--- config.mk ---
export PLATFORM = sky130hd
export DESIGN_NAME = fpct_mul
export DESIGN_NICKNAME = d
export VERILOG_FILES = /design/src/rtl/flow_pair_counter_table_macros.svh /design/src/rtl/fpct_pkg.sv /design/src/rtl/fpct_mul.sv
export SDC_FILE = /design/constraint.sdc
export NUM_CORES = 1
export LEC_CHECK = 0
export BUFFER_PORTS_ARGS = -buffer_cell sky130_fd_sc_hd__buf_4
export CAP_MARGIN = 20
export CORE_MARGIN = 2
export CORE_UTILIZATION = 55
export DETAILED_ROUTE_END_ITERATION = 10
export PLACE_DENSITY = 0.73
export RECOVER_POWER = 100
export SYNTH_ARGS = -nofsm -noshare
export SYNTH_HDL_FRONTEND = slang
export SYNTH_SLANG_ARGS = --single-unit
--- constraint.sdc ---
create_clock -name clk_i -period 17.01 [get_ports clk_i]
set_clock_uncertainty 0.05 [all_clocks]
set_input_delay 0.8505 -clock clk_i [delete_from_list [all_inputs] [get_ports clk_i]]
set_output_delay 0.8505 -clock clk_i [all_outputs]
set_load 0.05 [all_outputs]
--- src/rtl/flow_pair_counter_table_macros.svh ---
// Assertion macros for the flow table block.
`ifndef FLOW_PAIR_COUNTER_TABLE_MACROS_SVH
`define FLOW_PAIR_COUNTER_TABLE_MACROS_SVH
`ifndef ASSERT_OFF
`define FPCT_ASSERT_IMP(lbl, ante, cons) \
  lbl: assert property (@(posedge clk_i) disable iff (!rst_ni) (ante) |-> (cons)) \
    else $error("implication check failed");
`define FPCT_ASSERT_NEVER(lbl, expr) \
  lbl: assert property (@(posedge clk_i) disable iff (!rst_ni) !(expr)) \
    else $error("forbidden condition seen");
`else
`define FPCT_ASSERT_IMP(lbl, ante, cons)
`define FPCT_ASSERT_NEVER(lbl, expr)
`endif
`endif

--- src/rtl/fpct_pkg.sv ---
package fpct_pkg;

  localparam int unsigned BUCKETS    = 1024;
  localparam int unsigned WAYS       = 4;
  localparam int unsigned SLOTS      = BUCKETS * WAYS;
  localparam int unsigned BKT_W      = $clog2(BUCKETS);
  localparam int unsigned WAY_W      = (WAYS > 1) ? $clog2(WAYS) : 1;
  localparam int unsigned SLOT_W     = 12;
  localparam int unsigned CNT_W      = 11;
  localparam int unsigned MIX_W      = 27;
  localparam int unsigned PROD_W     = 32 + MIX_W;
  localparam int unsigned KEY_W      = 64;
  localparam int unsigned DIV_STEPS  = KEY_W / 2;
  localparam int unsigned DIV_CNT_W  = $clog2(DIV_STEPS);
  localparam int unsigned CLR_W      = $clog2(BUCKETS);

  localparam logic [MIX_W-1:0] MIX_MUL = 27'h45d9f3b;

  localparam logic [2:0] STAT_NEW     = 3'd0;
  localparam logic [2:0] STAT_UPDATED = 3'd1;
  localparam logic [2:0] STAT_FULL    = 3'd2;
  localparam logic [2:0] STAT_EMPTY   = 3'd3;
  localparam logic [2:0] STAT_VALID   = 3'd4;

  localparam logic OP_ACCOUNT = 1'b0;
  localparam logic OP_READ    = 1'b1;

  typedef struct packed {
    logic [KEY_W-1:0] key;
    logic [31:0]      packets;
    logic [63:0]      udp;
    logic [63:0]      tcp;
    logic [63:0]      icmp;
  } entry_t;

  typedef struct packed {
    logic [2:0]       status;
    logic [BKT_W-1:0] bucket;
    logic [1:0]       way;
    entry_t           ent;
  } result_t;

  typedef enum logic [3:0] {
    ST_CLEAR,
    ST_IDLE,
    ST_MUL_LO,
    ST_MUL_HI,
    ST_MUL_SUM,
    ST_DIV_GO,
    ST_DIV,
    ST_ROW,
    ST_SCAN_RD,
    ST_SCAN_CMP,
    ST_WRITE,
    ST_RD_SLOT,
    ST_RD_WAIT,
    ST_EMIT
  } state_e;

endpackage

--- src/rtl/fpct_mul.sv ---
// Shared 32 x 27 multiplier by the mix constant, registered product.
module fpct_mul (
  input  logic                         clk_i,
  input  logic [31:0]                  a_i,
  output logic [fpct_pkg::PROD_W-1:0] p_o
);

  logic [fpct_pkg::PROD_W-1:0] p_q;

  always_ff @(posedge clk_i) begin
    p_q <= fpct_pkg::PROD_W'(a_i) * fpct_pkg::PROD_W'(fpct_pkg::MIX_MUL);
  end

  assign p_o = p_q;

endmodule

==> summary.md, run 1 <==
| Metric | Value |
|---|---|
| Fillers | roughly 2700 |
| Clock Sinks | 59 |
| Vias in the first global route | roughly 14000 |
| Die ar. | 32800 um^2 |
| Mean Syn Cell Area | 9.71 um^2 |
| Outcome | complete, no violations |
| Worst Path Required | 17.18 ns |
| Dpl cells | approximately 2200 |
| Hold Path Sink | p_o[0] |
| Core box area | between 30000 and 40000 um^2 |
| Clock root cell | clkbuf_16 |
| First-pass GRT wire length | 72900 um |
| # hold bufs at CTS | 0 |
| DRC errors left | 0 |
| Post-Place Worst Slack | approximately 10 ns |
| Final Instance Count excl. Fillers | 2257 |
| Worst-Margin Slew | 0.778 ns |
| Dpl hpwl | roughly 40000 um |
| # setup viols final | 0 |
| Synthesized area | 17300 um^2 |
| Period Utilization, post-route | 0.436 |
| Worst hold-check slack | 0.999 ns |
| I/O Buffers | about 90 |
| Die Span Y | between 150 and 200 um |
| Max reg flops | 59 |
| TNS Setup | 0 ns |
| Vias | approximately 12000 |
| Top achievable clock speed | approximately 0.13 GHz |
| Worst hold stages | 1 |
| GRT overflow | 0 |
| Post-Synthesis Cells | 1778 |
| Initial antenna violation count | 0 |
| Synth Net Count | roughly 2500 |
| Number of synthesized flops with an enable pin | 0 |
| Synth unique cells | 54 |
| Reg clk slew, reported paths | ~0.06 ns |
| FF+latch count, synth | 59 |
| Routability congestion estimate | just under 1 |
| CP endpoint kind | flop |
| Worst Slack Setup Final | 9.59 ns |
| Max Slew Vio Count | 0 |
| Most used DFF post-synth | dfxtp_1 |
| Startpoint type of the worst setup path | input port |
| Min-delay worst type | in2reg |
| WL final | 44400 um |
| RSZ-0062 raised after global routing | false |
| Slew Limit Headroom | 0.481 |
| Crit path DAT | 7.58 ns |
| Nets | between 2000 and 3000 |
| Boundary pin count | 92 |
| Max cap viols | 0 |
| Vias per cell | about 5.3 |
| Remaining antenna violation count | 0 |
| Drt pass-1 iters | 6 |
| Post-CTS Setup Repair Bufs | 0 |
| Worst-path maximum fanout | 8 |
| Critical path class | in2reg |
| Ys async rst share | 0 |
| Initial Util | 0.562 |
| Number of diodes | 0 |
| Syn. warnings | 0 |
| Cell Rows | 64 |
| Clock buffer count from CTS | 9 |
| GR Util All Layers | 0.293 |
| Sequential area share after synthesis | 0.0684 |
| Largest net degree at the start of global routing | 12 |
| Clock buffer depth | 2 |
| Final Hold Viols | 0 |
| Die width | about 180 um |
| WL per Instance | between 15 and 20 um |
| DRT iter0 DRCs | around 720 |
| Layout cells sized above 1 | 0.0290 |
| H-tree Lvls | 3 |
| Final min period | 7.42 ns |
| Worst hold path startpoint | a_i[0] |
| Syn-to-layout area delta | 6.21% |
| CTS tree | yes |
| Post-cts resize count | 0 |
## cells in the mapped netlist (20+ instances only)
master	count	area (um^2)
o21ai_0	31	155
a21oi_1	90	450
inv_1	608	2280
a21o_1	26	195
fa_1	358	7170
nor2_1	28	105
nand4_1	20	125
dfxtp_1	59	1180
xor2_1	34	298
ha_1	305	3820
nand2_1	50	188
xnor2_1	34	298
## per-layer routing
metal | track usage | vias up | share of wire
met3 | 0.0306 | 99 | 0.034
met2 | 0.537 | 301 | 0.52
met4 | 0.130 | 0 | 0.054
met5 | 0 | - | 0
met1 | 0.347 | 5987 | 0.39
li1 | - | 5550 | -
## worst max path at each step
stage               slack (ns)      end     from  cells after the start
global placement         10.03  p_o[53]  a_i[11]                     22
CTS                      10.32  p_o[53]  a_i[11]                     22
finish                    9.59  p_o[45]   a_i[3]                     23
detailed placement       10.00  p_o[53]  a_i[11]                     22
floorplan                10.80  p_o[56]  a_i[26]                     21
global route              9.22  p_o[45]   a_i[3]                     23
## cells in the final DEF, fill, tap and decap left out, types with 5 or more instances in the layout
cell type,netlist,routed
xnor2_1,34,34
nand2b_1,8,8
nand2_1,50,50
a31oi_1,7,7
a21oi_1,90,92
nor2_1,28,28
nor3_1,9,9
clkbuf_1,10,61
clkbuf_16,0,9
nand3_1,12,12
o21ai_0,31,32
ha_1,305,305
xor2_1,34,34
o211ai_1,6,6
fa_1,358,358
o31ai_1,3,7
dfxtp_1,59,59
inv_1,608,608
o21bai_1,12,12
buf_4,0,30
a21o_1,26,26
a21boi_0,4,5
and3_1,5,5
nand4_1,20,20
## layout make-up
class | count | area [um^2] | area share
multi-input combinational | 1087 | 13600 | 0.741
inverter | 608 | 2280 | 0.124
clock inverter | 7 | 116 | 0.00634
tap | 396 | 495 | 0.0270
timing repair buffer | 91 | 454 | 0.0248
clock buffer | 9 | 225 | 0.0123
sequential | 59 | 1180 | 0.0644
## per-stage QoR
| step | util | area, um^2 |
|---|---|---|
| 2_1_floorplan | - | 17300 |
| 3_3_place_gp | 0.596 | 18300 |
| 3_5_place_dp | 0.596 | 18300 |
| 4_1_cts | 0.607 | 18700 |
| 5_1_grt | 0.596 | 18300 |
| 6_report | 0.596 | 18300 |
## worst max-delay path: stages
cell,delay (ns)
clkbuf_1,0.43
inv_1,0.19
fa_1,0.54
inv_1,0.06
ha_1,0.22
fa_1,0.50
inv_1,0.07
fa_1,0.54
inv_1,0.05
fa_1,0.48
fa_1,0.52
inv_1,0.05
fa_1,0.47
inv_1,0.04
ha_1,0.42
nand2_1,0.15
o21ai_0,0.33
a311oi_1,0.22
o221ai_1,0.21
a21oi_1,0.13
o31ai_1,0.69
a21boi_0,0.23
xnor2_1,0.16
## cells by family (layout without fill, tap and decap cells)
family          Yosys count  after routing  synth area share
compound gates          208            208            0.0796
xor+xnor                 68             68            0.0345
fa+ha+maj               663            663             0.636
buf+inv                 632            715             0.139
flops                    59             59            0.0684
mux                       1              1          0.000652
simple gates            147            147            0.0414
Power of run 1 is not shown: default switching activity piles up to over one toggle a cycle in this logic, so the estimate is an artifact.
==> run 2: changes to the inputs <==
Settings changed: PLACE_DENSITY 0.73 to 0.76.
Clock period 17.01 ns to 6.7 ns, I/O delays scaled along.
==> run 2 against run 1 <==
Hold slack got worse by 0.50 ns; core utilization shrank 0.14 points; clock-buffer cell count grew 2; worst setup slack worse by 9.2 ns; critical endpoint unchanged; highest routed layer unchanged.
==> summary.md, run 2 (synthesized netlist as in run 1, its figures left out) <==
| Metric | Value |
|---|---|
| Commonest non-fill, non-tap cell in the layout | inv_1 |
| I/O Buffers | 91 (unchanged) |
| Vias per cell | 5.37 (+1.6%) |
| Clock root cell | clkbuf_16 |
| GRT overflow | 0 (unchanged) |
| Die ar. | 32800 um^2 (unchanged) |
| CP endpoint kind | flop |
| Post-CTS Setup Repair Bufs | 0 (unchanged) |
| Largest net degree at the start of global routing | 12 (unchanged) |
| Nets | 2553 (+0.039%) |
| Clock buffer depth | 2 (unchanged) |
| Vias | 12100 (+1.6%) |
| Remaining antenna violation count | 0 (unchanged) |
| Outcome | complete, no violations |
| Critical path class | in2reg |
| Final Hold Viols | 0 (unchanged) |
| # hold bufs at CTS | 0 (unchanged) |
| Slew Limit Headroom | 0.470 (-0.0115) |
| WL final | 45400 um (+2.2%) |
| Final min period | approximately 6.4 ns |
| Cell Rows | 64 (unchanged) |
| Die width | 181 um (unchanged) |
| Period Utilization, post-route | 0.948 |
| H-tree Lvls | 3 (unchanged) |
| DRT iter0 DRCs | 586 (-18%) |
| Number of diodes | 0 (unchanged) |
| Worst-Margin Slew | 0.795 ns (+0.0173 ns) |
| CTS tree | yes |
| Initial Util | 0.562 (unchanged) |
| Dpl hpwl | 41300 um (+2.0%) |
| GR Util All Layers | 0.298 (+0.00512) |
| WL per Instance | 20.1 um (+2.1%) |
| Worst Path Required | 6.86 ns (-10.32 ns) |
| Fillers | 2743 (+0.59%) |
| First-pass GRT wire length | 74100 um (+1.7%) |
| Drt pass-1 iters | 5 (-1) |
| Final Instance Count excl. Fillers | 2258 (+0.044%) |
| Clock Sinks | 59 (unchanged) |
| Max cap viols | 0 (unchanged) |
| # setup viols final | 0 (unchanged) |
| Clock buffer count from CTS | 9 (unchanged) |
| Boundary pin count | 92 (unchanged) |
| Min-delay worst type | in2reg |
| Crit path DAT | 6.51 ns (-1.07 ns) |
| Top achievable clock speed | roughly 0.16 GHz |
| Max Slew Vio Count | 0 (unchanged) |
| Post-cts resize count | 0 (unchanged) |
| Core box area | 30700 um^2 (unchanged) |
| Commonest non-fill, non-tap cells in the layout | inv_1 (608), fa_1 (358), ha_1 (305) |
| Die Span Y | 181 um (unchanged) |
| Dpl cells | 2242 (+0.045%) |
| Worst hold-check slack | 0.498 ns (-0.501 ns) |
| DRC errors left | 0 (unchanged) |
| TNS Setup | 0 ns (unchanged) |
| Worst-path maximum fanout | 9 (+1) |
| Startpoint type of the worst setup path | input port |
| RSZ-0062 raised after global routing | false |
| Max reg flops | 59 (unchanged) |
| Layout cells sized above 1 | 0.0311 (+0.00213) |
| Reg clk slew, reported paths | 0.05 ns (about the same) |
| Initial antenna violation count | 0 (unchanged) |
| Routability congestion estimate | 1.01 (+2.8%) |
| Syn-to-layout area delta | 5.96% |
| Vias in the first global route | 13900 (+1.7%) |
[run 2: cell type report]
class	instances	area, um^2	area share
timing repair buffer	92	465	0.0254
inverter	608	2280	0.125
clock buffer	11	233	0.0127
sequential	59	1180	0.0646
multi-input combinational	1087	13600	0.744
tap	396	495	0.0271
clock inverter	5	30.0	0.00164
[run 2: metal layers]
metal / routed length, um / GRT usage
met5: 0 / 0
met4: 2750 / 0.144
met3: 1940 / 0.0339
met2: 23400 / 0.548
met1: 17300 / 0.345
[run 2: path summary, 6_finish.rpt]
| path | from | to | cells after the start |
|---|---|---|---|
| min | a_i[31] | p_o[58] | 3 |
| max | a_i[9] | p_o[45] | 21 |
[run 2: per-stage QoR]
stage / cell area [um^2] / util / setup slack [ns]
4_1_cts: 18600 / 0.605 / 0.469
5_1_grt: 18300 / 0.595 / 0.107
2_1_floorplan: 17300 / - / 1.00
6_report: 18300 / 0.595 / 0.347
3_3_place_gp: 18300 / 0.596 / 0.187
3_5_place_dp: 18300 / 0.596 / 0.163
[run 2: critical path, cell delays in order]
cell and delay [ns]:
buf_4 0.17, fa_1 0.54, ha_1 0.36, xor2_1 0.19, ha_1 0.34, inv_1 0.07, fa_1 0.50, inv_1 0.06
fa_1 0.50, fa_1 0.50, inv_1 0.05, fa_1 0.48, inv_1 0.04, ha_1 0.38, and3_1 0.29, nand2_1 0.07
o31ai_1 0.67, a21oi_2 0.23, o31ai_4 0.40, a21boi_0 0.17, xnor2_1 0.14
Power of run 2 is left out for the same reason.
==> run 3: changes to the inputs <==
Settings changed: BUFFER_PORTS_ARGS -buffer_cell sky130_fd_sc_hd__buf_4 to default, DONT_BUFFER_PORTS from default to 1, PLACE_DENSITY 0.76 to 0.82.
Clock period 6.7 ns to 6.9 ns, I/O delays scaled along.
==> run 3 against run 2 <==
Core utilization fell by 1.3 points; global-route usage fell by 0.60 points; critical path depth fell by 1; first-iteration DRC count rose by 45%; non-clock buffer count fell by 91; cell area fell by 2.1%; cell count fell by 4.0%; sequential share of layout area rose by 0.14 points; hold slack got worse by 0.40 ns; flip-flop and latch count did not move; routed wire length fell by 1.3%; worst setup slack improved by 0.28 ns.
==> summary.md, run 3 (synthesized netlist as in run 1, its figures left out) <==
| Metric | Value |
|---|---|
| Outcome | complete, no violations |
| Die ar. | 32800 um^2 (unchanged) |
| RSZ-0062 raised after global routing | false |
| Routability congestion estimate | 1.01 (+0.13%) |
| Largest net degree at the start of global routing | 12 (unchanged) |
| Worst-path cell chain | fa_1 > ha_1 > inv_1 > fa_1 > fa_1 > inv_1 > fa_1 > fa_1 > inv_1 > fa_1 > inv_1 > ha_1 > nand2_1 > o211ai_1 > a21oi_1 > nor4_1 > a21oi_4 > o221a_1 > a221oi_1 > xor2_1 |
| Worst-path maximum fanout | 9 (unchanged) |
| Critical path buffer and inverter count | 4 (-1) |
| Remaining antenna violation count | 0 (unchanged) |
| Post-cts resize count | 0 (unchanged) |
| GR Util All Layers | 0.292 (-0.00597) |
| Layout cells sized above 1 | 0.0136 (-0.0176) |
| GRT overflow | 0 (unchanged) |
| Initial antenna violation count | 0 (unchanged) |
| Vias per cell | 5.49 (+2.2%) |
| Syn-to-layout area delta | 3.68% |
| Dpl cells | 2150 (-4.1%) |
| # setup viols final | 0 (unchanged) |
| Clock Sinks | 59 (unchanged) |
| Core box area | 30700 um^2 (unchanged) |
| Max Slew Vio Count | 0 (unchanged) |
| Slowest CP cell | fa_1 |
| Die Span Y | 181 um (unchanged) |
| H-tree Lvls | 3 (unchanged) |
| DRC errors left | 0 (unchanged) |
| Vias | 11900 (-1.9%) |
| Final Instance Count excl. Fillers | 2167 (-4.0%) |
| Top achievable clock speed | 0.159 GHz |
| Vias in the first global route | 13700 (-1.5%) |
| Critical path class | in2reg |
| Dpl hpwl | 40300 um (-2.4%) |
| Boundary pin count | 92 (unchanged) |
| Nets | 2462 (-3.6%) |
| Final min period | between 6 and 7 ns |
| # hold bufs at CTS | 1 (+1) |
| Clock root cell | clkbuf_16 |
| Post-CTS Setup Repair Bufs | 0 (unchanged) |
| Max reg flops | 59 (unchanged) |
| Period Utilization, post-route | 0.909 |
| WL final | 44800 um (-1.3%) |
| Min-delay worst type | in2reg |
| CP endpoint kind | flop |
| TNS Setup | 0 ns (unchanged) |
| Delay-heaviest family, CP | adder cells |
| Clock buffer count from CTS | 9 (unchanged) |
| Crit path DAT | 6.48 ns (-0.03 ns) |
| WL per Instance | 20.7 um (+2.9%) |
| Slew Limit Headroom | 0.410 (-0.0595) |
| First-pass GRT wire length | 72800 um (-1.8%) |
| Util after Layout | 0.582 (-0.0128) |
| Commonest non-fill, non-tap cell in the layout | inv_1 |
| Cell Rows | 64 (unchanged) |
| Number of diodes | 0 (unchanged) |
| Final Hold Viols | 0 (unchanged) |
| Max cap viols | 0 (unchanged) |
| Most used cell, CP | fa_1 |
| Drt pass-1 iters | 7 (+2) |
| Initial Util | 0.562 (unchanged) |
| DRT iter0 DRCs | 852 (+45%) |
| Commonest non-fill, non-tap cells in the layout | inv_1 (608), fa_1 (358), ha_1 (305) |
| CTS tree | yes |
| Worst Path Required | 7.11 ns (+0.25 ns) |
| I/O Buffers | 0 (-100%) |
| Startpoint type of the worst setup path | input port |
| Die width | 181 um (unchanged) |
| Clock buffer depth | 2 (unchanged) |
| CP peak stage delay | 0.56 ns (-0.11 ns) |
| Worst-Margin Slew | 0.877 ns (+0.0818 ns) |
| Reg clk slew, reported paths | 0.06 ns (about the same) |
-- run 3: cell count changes in the layout (fill, tap and decap cells not counted), sizes merged --
cell,change
clkbuf,-62
buf,-32
bufinv,+3
clkinvlp,-1
dlygate4sd3,+1
-- run 3: path summary, 6_finish.rpt --
kind / end / cells after the start / startpoint
max: p_o[56] / 20 / a_i[25]
min: p_o[3] / 1 / a_i[0]
-- run 3: area by class of cell --
cell class	instances	area, um^2
multi-input combinational	1087	13600
fill	2622	12800
inverter	608	2280
sequential	59	1180
tap	396	495
clock buffer	9	225
clock inverter	7	116
timing repair buffer	1	10.0
-- run 3: through the flow --
| stage | hold slack [ns] | setup slack, ns | area [um^2] |
|---|---|---|---|
| after global placement | 0.327 | 0.607 | 17600 |
| final | 0.0993 | 0.630 | 17900 |
| after global routing | 0.0988 | 0.353 | 17900 |
| after detailed placement | 0.327 | 0.568 | 17600 |
| after CTS | 0.0919 | 0.898 | 18000 |
| after floorplan | 0.323 | 1.19 | 17300 |
-- run 3: routing by layer --
| layer | global-route usage | routed length, um |
|---|---|---|
| met1 | 0.352 | 17200 |
| met2 | 0.506 | 22200 |
| met3 | 0.0433 | 2560 |
| met4 | 0.157 | 2880 |
| met5 | 0 | 0 |
Power of run 3 is left out for the same reason.
