`config.mk`:
```
export PLATFORM = sky130hd
export DESIGN_NAME = fpct_div
export DESIGN_NICKNAME = d
export VERILOG_FILES = /design/src/rtl/flow_pair_counter_table_macros.svh /design/src/rtl/fpct_pkg.sv /design/src/rtl/fpct_div.sv
export SDC_FILE = /design/constraint.sdc
export NUM_CORES = 1
export LEC_CHECK = 0
export ABC_AREA = 1
export BUFFER_PORTS_ARGS = -buffer_cell sky130_fd_sc_hd__clkbuf_2
export CAP_MARGIN = 30
export CELL_PAD_IN_SITES_DETAIL_PLACEMENT = 0
export CELL_PAD_IN_SITES_GLOBAL_PLACEMENT = 1
export CORE_ASPECT_RATIO = 1.5
export CORE_UTILIZATION = 43
export DETAILED_ROUTE_END_ITERATION = 10
export PLACE_DENSITY_LB_ADDON = 0.1
export REMOVE_ABC_BUFFERS = 1
export SYNTH_ARGS = -nofsm -noshare
export SYNTH_HDL_FRONTEND = slang
export SYNTH_SLANG_ARGS = --single-unit
```
`constraint.sdc`:
```
create_clock -name clk_i -period 3.5 [get_ports clk_i]
set_input_delay 0 -clock clk_i [delete_from_list [all_inputs] [get_ports clk_i]]
set_output_delay 0 -clock clk_i [all_outputs]
set_load 0.02 [all_outputs]
```
`src/rtl/flow_pair_counter_table_macros.svh`:
```
// Assertion macros for the flow table block.
`ifndef FLOW_PAIR_COUNTER_TABLE_MACROS_SVH
`define FLOW_PAIR_COUNTER_TABLE_MACROS_SVH
`ifndef ASSERT_OFF
`define FPCT_ASSERT_IMP(lbl, ante, cons) \
  lbl: assert property (@(posedge clk_i) disable iff (!rst_ni) (ante) |-> (cons)) \
    else $error("implication check failed");
`define FPCT_ASSERT_NEVER(lbl, expr) \
  lbl: assert property (@(posedge clk_i) disable iff (!rst_ni) !(expr)) \
    else $error("forbidden condition seen");
`else
`define FPCT_ASSERT_IMP(lbl, ante, cons)
`define FPCT_ASSERT_NEVER(lbl, expr)
`endif
`endif

```
`src/rtl/fpct_pkg.sv`:
```
package fpct_pkg;

  localparam int unsigned BUCKETS    = 1024;
  localparam int unsigned WAYS       = 4;
  localparam int unsigned SLOTS      = BUCKETS * WAYS;
  localparam int unsigned BKT_W      = $clog2(BUCKETS);
  localparam int unsigned WAY_W      = (WAYS > 1) ? $clog2(WAYS) : 1;
  localparam int unsigned SLOT_W     = 12;
  localparam int unsigned CNT_W      = 11;
  localparam int unsigned MIX_W      = 27;
  localparam int unsigned PROD_W     = 32 + MIX_W;
  localparam int unsigned KEY_W      = 64;
  localparam int unsigned DIV_STEPS  = KEY_W / 2;
  localparam int unsigned DIV_CNT_W  = $clog2(DIV_STEPS);
  localparam int unsigned CLR_W      = $clog2(BUCKETS);

  localparam logic [MIX_W-1:0] MIX_MUL = 27'h45d9f3b;

  localparam logic [2:0] STAT_NEW     = 3'd0;
  localparam logic [2:0] STAT_UPDATED = 3'd1;
  localparam logic [2:0] STAT_FULL    = 3'd2;
  localparam logic [2:0] STAT_EMPTY   = 3'd3;
  localparam logic [2:0] STAT_VALID   = 3'd4;

  localparam logic OP_ACCOUNT = 1'b0;
  localparam logic OP_READ    = 1'b1;

  typedef struct packed {
    logic [KEY_W-1:0] key;
    logic [31:0]      packets;
    logic [63:0]      udp;
    logic [63:0]      tcp;
    logic [63:0]      icmp;
  } entry_t;

  typedef struct packed {
    logic [2:0]       status;
    logic [BKT_W-1:0] bucket;
    logic [1:0]       way;
    entry_t           ent;
  } result_t;

  typedef enum logic [3:0] {
    ST_CLEAR,
    ST_IDLE,
    ST_MUL_LO,
    ST_MUL_HI,
    ST_MUL_SUM,
    ST_DIV_GO,
    ST_DIV,
    ST_ROW,
    ST_SCAN_RD,
    ST_SCAN_CMP,
    ST_WRITE,
    ST_RD_SLOT,
    ST_RD_WAIT,
    ST_EMIT
  } state_e;

endpackage

```
`src/rtl/fpct_div.sv`:
```
// Radix-4 restoring remainder unit, two dividend bits per cycle.
module fpct_div (
  input  logic                         clk_i,
  input  logic                         rst_ni,
  input  logic                         start_i,
  input  logic [fpct_pkg::KEY_W-1:0]  dividend_i,
  input  logic [fpct_pkg::CNT_W-1:0]  divisor_i,
  output logic                         done_o,
  output logic [fpct_pkg::CNT_W-1:0]  rem_o
);

  localparam int unsigned T_W = fpct_pkg::CNT_W + 2;

  logic                           busy_q, done_q;
  logic [fpct_pkg::DIV_CNT_W-1:0] cnt_q;
  logic [fpct_pkg::KEY_W-1:0]     d_q;
  logic [fpct_pkg::CNT_W-1:0]     r_q, r_d, n_q;
  logic [T_W-1:0]                 t, n1, n2, n3;

  always_comb begin
    t  = {r_q, d_q[fpct_pkg::KEY_W-1 -: 2]};
    n1 = T_W'(n_q);
    n2 = n1 << 1;
    n3 = n1 + n2;
    priority if (t >= n3) begin
      r_d = fpct_pkg::CNT_W'(t - n3);
    end else if (t >= n2) begin
      r_d = fpct_pkg::CNT_W'(t - n2);
    end else if (t >= n1) begin
      r_d = fpct_pkg::CNT_W'(t - n1);
    end else begin
      r_d = fpct_pkg::CNT_W'(t);
    end
  end

  always_ff @(posedge clk_i or negedge rst_ni) begin
    if (!rst_ni) begin
      busy_q <= 1'b0;
      done_q <= 1'b0;
      cnt_q  <= '0;
    end else begin
      done_q <= 1'b0;
      if (start_i) begin
        busy_q <= 1'b1;
        cnt_q  <= '0;
      end else if (busy_q) begin
        cnt_q <= cnt_q + 1'b1;
        if (cnt_q == fpct_pkg::DIV_CNT_W'(fpct_pkg::DIV_STEPS - 1)) begin
          busy_q <= 1'b0;
          done_q <= 1'b1;
        end
      end
    end
  end

  always_ff @(posedge clk_i) begin
    if (start_i) begin
      d_q <= dividend_i;
      r_q <= '0;
      n_q <= divisor_i;
    end else if (busy_q) begin
      d_q <= d_q << 2;
      r_q <= r_d;
    end
  end

  assign done_o = done_q;
  assign rem_o  = r_q;

endmodule

```
==> reports/qor_table.md, run 1 <==
| Quantity | Value |
|---|---|
| Status | finished, final reports clean |
| Worst path bufs/invs | 2 |
| Per-cell routed wire length | 15.7 microns |
| Clk pin slew, worst setup/hold paths | 0.07 ns |
| Crit path required time | 3.77 ns |
| Register area share after synthesis | 41.8% |
| Core footprint | 0.0145 sq mm |
| Vias per cell | 4.98 |
| Setup_tns | 0 ns |
| Beginning of the worst register-to-register path | n_q[3] |
| Slew at the pin closest to its max-slew limit | 0.838 ns |
| Post-Route Skew | 0.00600 ns |
| Arr. time, crit path | 3.50 ns |
| Maximum ir drop on the vdd rail | 0.000323 V |
| Number of antenna diodes | 0 |
| Largest driver fanout on the critical path | 7 |
| Net switching share of the total power | 42.3% |
| Avg Synthesized Cell Area | 7.84 sq um |
| # Max-Cap Violations | 0 |
| Minimum setup slack among reg-to-reg paths | 0.28 ns |
| Number of buffers on the longest clock path | 2 |
| Most used DFF post-synth | sky130_fd_sc_hd__edfxtp_1 |
| Synthesized flop and latch total | 93 |
| Ports | 90 |
| Share of async-settable or async-resettable flops after synthesis | 7.53% |
| Number of detailed-routing iterations run before antenna repair | 4 |
| Area growth syn-to-layout | 28.5% |
| Most repeated cell in the gate-level netlist after synthesis | sky130_fd_sc_hd__nand2_1 |
| Starting utilization of the core area | 43.8% |
| Nature of the critical path startpoint | flop |
| Static Leakage | 4.13 nW |
| Cell type with the largest total area after synthesis | sky130_fd_sc_hd__edfxtp_1 |
| Clk_lat worst skew | 0.34 ns |
| Number of clock sinks seen by CTS | 93 |
| Post-synth cell types | 40 |
| Yosys synthesis warning count | 0 |
| Total count of max-transition violations in the final report | 0 |
| Internal power | 2.93 mW |
| Share of final-layout standard cells stronger than drive strength 1 | 15.0% |
| Cell depth of the worst flop-to-flop path | 19 |
| Clock network fraction of design power | 21.1% |
| Height of the die | 151 microns |
| # fillers | 1426 |
| Netlist area before placement | 0.00633 sq mm |
| Nature of the critical path endpoint | flop |
| Area share of the largest cell type after synthesis | 35.6% |
| Reg2Reg Capture Point | rem_o[6] |
| # port buffers | 89 |
| Final setup violation count | 0 |
| Top cells by area, synth | sky130_fd_sc_hd__edfxtp_1 36%, sky130_fd_sc_hd__nand2_1 19%, sky130_fd_sc_hd__ha_1 9.3% |
| Vias in the first global route | 5914 |
| Max_slew headroom | 44.0% |
| Detailed Route Iter0 Violations | 248 |
| Remaining global-route overflow | 0 |
| Cell chain of the critical path | ha_1 -> a21oi_1 -> o21ai_2 -> buf_4 -> nand2_1 -> nand2_2 -> nand2_1 -> nand2_1 -> a21oi_1 -> xor2_1 -> ha_1 -> nand4_1 -> nor2_1 -> nor2_1 -> nand3_2 -> buf_4 -> a21oi_1 -> nand2_1 -> a21oi_1 |
| Detailed placer's ending HPWL | 13900 microns |
| Portion of total power attributed to sequential cells | 29.2% |
| Post-layout minimum cycle time | 3.22 ns |
| H-tree depth | 3 |
| Critical Path Source | n_q[3] |
| Final hold violation count | 0 |
| Number of rows created at floorplan | 54 |
| Most frequent cells after synthesis | 326 x sky130_fd_sc_hd__nand2_1, 82 x sky130_fd_sc_hd__inv_1, 75 x sky130_fd_sc_hd__edfxtp_1 |
| Total clock buffers created by CTS | 9 |
| Aggregate routed wire length | 18500 microns |
| Top Family by Delay on Critical Path | simple AND/OR/NAND/NOR gates |
| Comb power frac | 49.6% |
| Power consumption | 5.08 mW |
| Unrepaired setup endpoints after global routing | false |
| Part of the cycle the worst path needs | 92.1% |
| Drc violations | 0 |
| Maximum number of pins on one net before global-route repair | 66 |
| Horizontal extent of the die | 101 microns |
| Post-layout nets | 1106 |
| Antenna-violating nets left | 0 |
| TritonCTS clock tree | built |
| Pwr dens | 623 mW/mm^2 |
| Routability congestion estimate from global placement | 0.877 |
| Register area | 0.00265 sq mm |
| Area occupied by multi-input gates | 0.00325 sq mm |
| CTS root buf | sky130_fd_sc_hd__clkbuf_16 |
| Worst stage delay on the critical path | 0.48 ns |
| Timing-limited maximum frequency | 310 MHz |
| Global-route wire length before repair | 28900 microns |
| Number of synthesized flops with an enable pin | 75 |
| Number of vias after detailed routing | 5859 |
| Worst-path cell with the longest stage delay | sky130_fd_sc_hd__edfxtp_1 |
| Die outline area | 0.0152 sq mm |
| Setup CP Type | flop to flop |
| All-layer global routing usage | 25.5% |
| Switching pwr | 2.15 mW |
| Antenna violations before repair | 0 |
| Type of the most critical hold path | primary input to async pin |
| Synthesized instance count | 808 |
[layer usage]
layer,part of all wire (%),vias up,GRT usage (%),wire length (microns)
met1,37,2706,25.2,6780
met4,4.9,0,14.3,902
li1,-,2987,-,-
met2,56,119,50.1,10400
met3,2.1,47,2.83,385
met5,0,-,0,0
[repair_timing]
action	in CTS	in global routing
endpoints found under the setup margin	0	11
resized for setup	0	7
buffers inserted	0	5
hold buffers	76	0
hold endpoints to repair	82	0
[cell families after synthesis]
logic type,count (synthesis),synth area share (%)
compound gates,84,7.33
xor+xnor,27,3.73
fa+ha+maj,51,10.5
buf+inv,109,7.47
flops,93,41.8
simple gates,444,29.1
[worst reg2reg max path, delay by kind of cell (launching register included)]
| kind | cells | cell delay (ns) |
|---|---|---|
| and+or+nand+nor | 9 | 0.80 |
| adders and majority gates | 2 | 0.69 |
| DFF | 1 | 0.48 |
| buffers and inverters | 2 | 0.35 |
| xor gates and xnor gates | 1 | 0.16 |
| AOI/OAI and AO/OA | 5 | 0.66 |
[metrics by stage]
step           instance area, sq um  utilization, %  cells  hold WS, ns  setup WS (ns)
2_1_floorplan                  6180               -    785       -0.296          0.271
3_3_place_gp                   6960            48.2   1080       -0.150          0.158
5_1_grt                        8140            56.3   1177       0.0419        0.00844
3_5_place_dp                   6980            48.3   1081       -0.143          0.114
6_report                       8140            56.3   1177       0.0506          0.277
4_1_cts                        8070            55.8   1172       0.0331          0.113
[sequential cells by signal, summed over array words and instances (netlist names)]
signal and cells:
busy_q 1, cnt_q 5, d_q 64, done_o 1, n_q 11, rem_o 11
[power by group through the flow]
stage               combinational (mW)  sequential (mW)  clock, mW
global route                      2.81             1.50       1.13
global placement                  2.39             1.50          0
CTS                               2.48             1.48       1.10
finish                            2.52             1.48       1.07
detailed placement                2.41             1.51          0
floorplan                         1.64             1.50          0
[worst max path at each step]
stage / to / slack [ns] / cells past startpoint
after floorplan: rem_o[0] / 0.27 / 18
after global placement: rem_o[6] / 0.16 / 20
after detailed placement: rem_o[6] / 0.11 / 20
after CTS: rem_o[1] / 0.11 / 19
after global routing: rem_o[6] / 0.008 / 19
final: rem_o[6] / 0.28 / 19
[cells in the final DEF (no fill, tap or decap), types with 17 or more instances in the layout]
master                          netlist  final
sky130_fd_sc_hd__a21oi_1             45     45
sky130_fd_sc_hd__clkbuf_2             0     89
sky130_fd_sc_hd__dlygate4sd3_1        0     76
sky130_fd_sc_hd__edfxtp_1            75     75
sky130_fd_sc_hd__ha_1                47     45
sky130_fd_sc_hd__inv_1               82     81
sky130_fd_sc_hd__nand2_1            326    325
sky130_fd_sc_hd__nand3_1             43     43
sky130_fd_sc_hd__nand4_1             17     17
sky130_fd_sc_hd__nor2_1              31     31
sky130_fd_sc_hd__o21ai_0             21     20
sky130_fd_sc_hd__xor2_1              19     19
[final cells by class]
| type | count | area share, % |
|---|---|---|
| Inverter | 86 | 3.96 |
| Clock buffer | 9 | 2.77 |
| Multi-Input combinational cell | 606 | 40.0 |
| Tap cell | 196 | 3.01 |
| Timing Repair Buffer | 181 | 16.6 |
| Sequential cell | 93 | 32.5 |
| Clock inverter | 6 | 1.20 |
No activity file was read; power rests on OpenSTA's default activity.
==> run 2: changes to the inputs <==
CORE_UTILIZATION = 46   (was 43)
TNS_END_PERCENT = 50   (was unset)
clock period = 4.1 ns   (was 3.5 ns; I/O delays follow)
==> reports/qor_table.md, run 2 (synthesized netlist as in run 1, its figures left out) <==
| Quantity | Value | vs previous |
|---|---|---|
| Register area | 0.00265 sq mm | unchanged |
| Largest Register | d_q |  |
| Remaining global-route overflow | 0 | unchanged |
| Number of antenna diodes | 0 | unchanged |
| Global-route wire length before repair | 28200 microns | -2.3% |
| Maximum ir drop on the vdd rail | 0.000236 V | -27% |
| Detailed Route Iter0 Violations | 283 | +14% |
| Unrepaired setup endpoints after global routing | false |  |
| Type of the most critical hold path | primary input to async pin |  |
| Horizontal extent of the die | 97.8 microns | -3.3% |
| Minimum setup slack among reg-to-reg paths | 0.46 ns | +0.18 ns |
| Die outline area | 0.0143 sq mm | -6.4% |
| H-tree depth | 3 | unchanged |
| Number of clock sinks seen by CTS | 93 | unchanged |
| Part of the cycle the worst path needs | 88.8% | -3.3 points |
| CTS root buf | sky130_fd_sc_hd__clkbuf_16 |  |
| Pwr dens | 519 mW/mm^2 | -17% |
| Antenna violations before repair | 0 | unchanged |
| Drc violations | 2 | +2 |
| Leading cell types in the layout, fill and taps excluded | 326 x sky130_fd_sc_hd__nand2_1, 89 x sky130_fd_sc_hd__clkbuf_2, 81 x sky130_fd_sc_hd__inv_1 |  |
| Setup_tns | 0 ns | unchanged |
| All-layer global routing usage | 25.2% | -0.26 points |
| Beginning of the worst register-to-register path | n_q[1] |  |
| Clk pin slew, worst setup/hold paths | 0.07 ns | about the same |
| Max_slew headroom | 59.5% | +15 points |
| Critical Path Source | n_q[1] |  |
| Share of final-layout standard cells stronger than drive strength 1 | 13.2% | -1.8 points |
| Post-Route Skew | 0.00540 ns | -0.000599 ns |
| Top routing layer used | met4 |  |
| Vias in the first global route | 6134 | +3.7% |
| Core footprint | 0.0135 sq mm | -6.9% |
| Slew at the pin closest to its max-slew limit | 0.608 ns | -0.231 ns |
| Timing-limited maximum frequency | 275 MHz | -11% |
| Worst slack at placement | 0.318 ns | +0.204 ns |
| Routability congestion estimate from global placement | 0.917 | +4.6% |
| Aggregate routed wire length | 17000 microns | -7.9% |
| Area growth syn-to-layout | 24.7% |  |
| Final setup violation count | 0 | unchanged |
| TritonCTS clock tree | built |  |
| Total clock buffers created by CTS | 9 | unchanged |
| Reg2Reg Capture Point | rem_o[0] |  |
| Number of detailed-routing iterations run before antenna repair | 7 | +3 |
| Routed wl met2 | 9210 microns | -11% |
| Largest driver fanout on the critical path | 14 | +7 |
| Met1 Routed Length | 6470 microns | -4.6% |
| Crit path required time | 4.35 ns | +0.58 ns |
| # fillers | 1240 | -13% |
| Number of vias after detailed routing | 5890 | +0.53% |
| Post-layout minimum cycle time | 3.64 ns | +0.419 ns |
| Largest register FFs | 64 | unchanged |
| # Max-Cap Violations | 0 | unchanged |
| Vias per cell | 5.21 | +4.6% |
| Height of the die | 146 microns | -3.3% |
| Final hold violation count | 0 | unchanged |
| Status | finished, violations left |  |
| Sum of met3 wire segment lengths after detailed routing | 521 microns | +35% |
| Setup CP Type | flop to flop |  |
| Ports | 90 | unchanged |
| Arr. time, crit path | 3.89 ns | +0.39 ns |
| Post-layout nets | 1093 | -1.2% |
| Cell depth of the worst flop-to-flop path | 18 | -1 |
| Number of rows created at floorplan | 52 | -3.7% |
| Static Leakage | 4.03 nW | -2.3% |
| Post-detailed-placement cell area | 0.00686 sq mm | -1.8% |
| Post-route worst setup slack | 0.458 ns | +0.181 ns |
| Commonest non-fill, non-tap cell in the layout | sky130_fd_sc_hd__nand2_1 |  |
| Detailed placer's ending HPWL | 12600 microns | -9.9% |
| Nature of the critical path endpoint | flop |  |
| Maximum number of pins on one net before global-route repair | 61 | -7.6% |
| Final instance area | 0.00790 sq mm | -3.0% |
| Violated checks | DRC |  |
| # port buffers | 89 | unchanged |
| Per-cell routed wire length | 15.0 microns | -4.2% |
| Number of buffers on the longest clock path | 2 | unchanged |
| Area occupied by multi-input gates | 0.00321 sq mm | -1.2% |
| Total count of max-transition violations in the final report | 0 | unchanged |
| Clk_lat worst skew | 0.35 ns | about the same |
| Nature of the critical path startpoint | flop |  |
| Starting utilization of the core area | 47.0% | +3.2 points |
| Antenna-violating nets left | 0 | unchanged |
| CP Capture Point | rem_o[0] |  |
## run 2: final cells by class
cell class              count  area share [%]
flip-flops and latches     93            33.5
repair buffers            168            15.6
clock buffers               9            2.85
well taps                 162            2.57
inverters                  86            4.09
multi-input cells         606            40.7
clock inverters             7           0.713
## run 2: per-stage QoR
| stage | instances | util, % | hold slack [ns] | power (mW) |
|---|---|---|---|---|
| floorplan | 785 | - | -0.296 | 2.69 |
| global placement | 1039 | 50.9 | -0.162 | 3.22 |
| detailed placement | 1039 | 50.9 | -0.147 | 3.23 |
| CTS | 1131 | 58.6 | 0.0149 | 4.10 |
| global route | 1131 | 58.6 | 0.0315 | 4.41 |
| finish | 1131 | 58.6 | 0.0242 | 4.10 |
## run 2: worst min-delay path by stage
| stage | startpoint | end | cells after the start |
|---|---|---|---|
| global route | rst_ni | cnt_q[1] | 2 |
| CTS | rst_ni | cnt_q[1] | 2 |
| detailed placement | rst_ni | cnt_q[1] | 1 |
| floorplan | rst_ni | busy_q | 0 |
| global placement | rst_ni | cnt_q[4] | 1 |
| finish | rst_ni | done_o | 2 |
## run 2: power breakdown
group / switching, mW / internal (mW)
Sequential: 0.128 / 1.14
Combinational: 1.26 / 0.757
Clock: 0.390 / 0.421
Total: 1.78 / 2.32
## run 2: metal layers
metal	global-route usage, %	vias up
met5	0	-
met4	14.2	0
met3	2.93	47
met2	48.2	147
met1	26.2	2735
li1	-	2961
## run 2: worst max-delay path: stages, from the launching register on
cell and delay, ns:
sky130_fd_sc_hd__edfxtp_1 0.48, sky130_fd_sc_hd__ha_1 0.21, sky130_fd_sc_hd__inv_1 0.05, sky130_fd_sc_hd__fa_1 0.40, sky130_fd_sc_hd__o21ai_1 0.31, sky130_fd_sc_hd__a21oi_1 0.11
sky130_fd_sc_hd__o21ai_0 0.20, sky130_fd_sc_hd__xor2_1 0.18, sky130_fd_sc_hd__ha_1 0.30, sky130_fd_sc_hd__nand2_1 0.13, sky130_fd_sc_hd__a21oi_1 0.06, sky130_fd_sc_hd__nor3_2 0.17
sky130_fd_sc_hd__nor2_1 0.06, sky130_fd_sc_hd__nor2_1 0.11, sky130_fd_sc_hd__nand3_2 0.28, sky130_fd_sc_hd__inv_2 0.26, sky130_fd_sc_hd__nand3_1 0.09, sky130_fd_sc_hd__nand3_1 0.09
sky130_fd_sc_hd__nand2_1 0.04
## run 2: what timing repair did
item,4_1_cts,5_1_grt
hold buffers,76,0
endpoints found under the setup margin,0,4
hold endpoints to repair,82,0
gates resized for setup,0,1
setup buffers,0,0
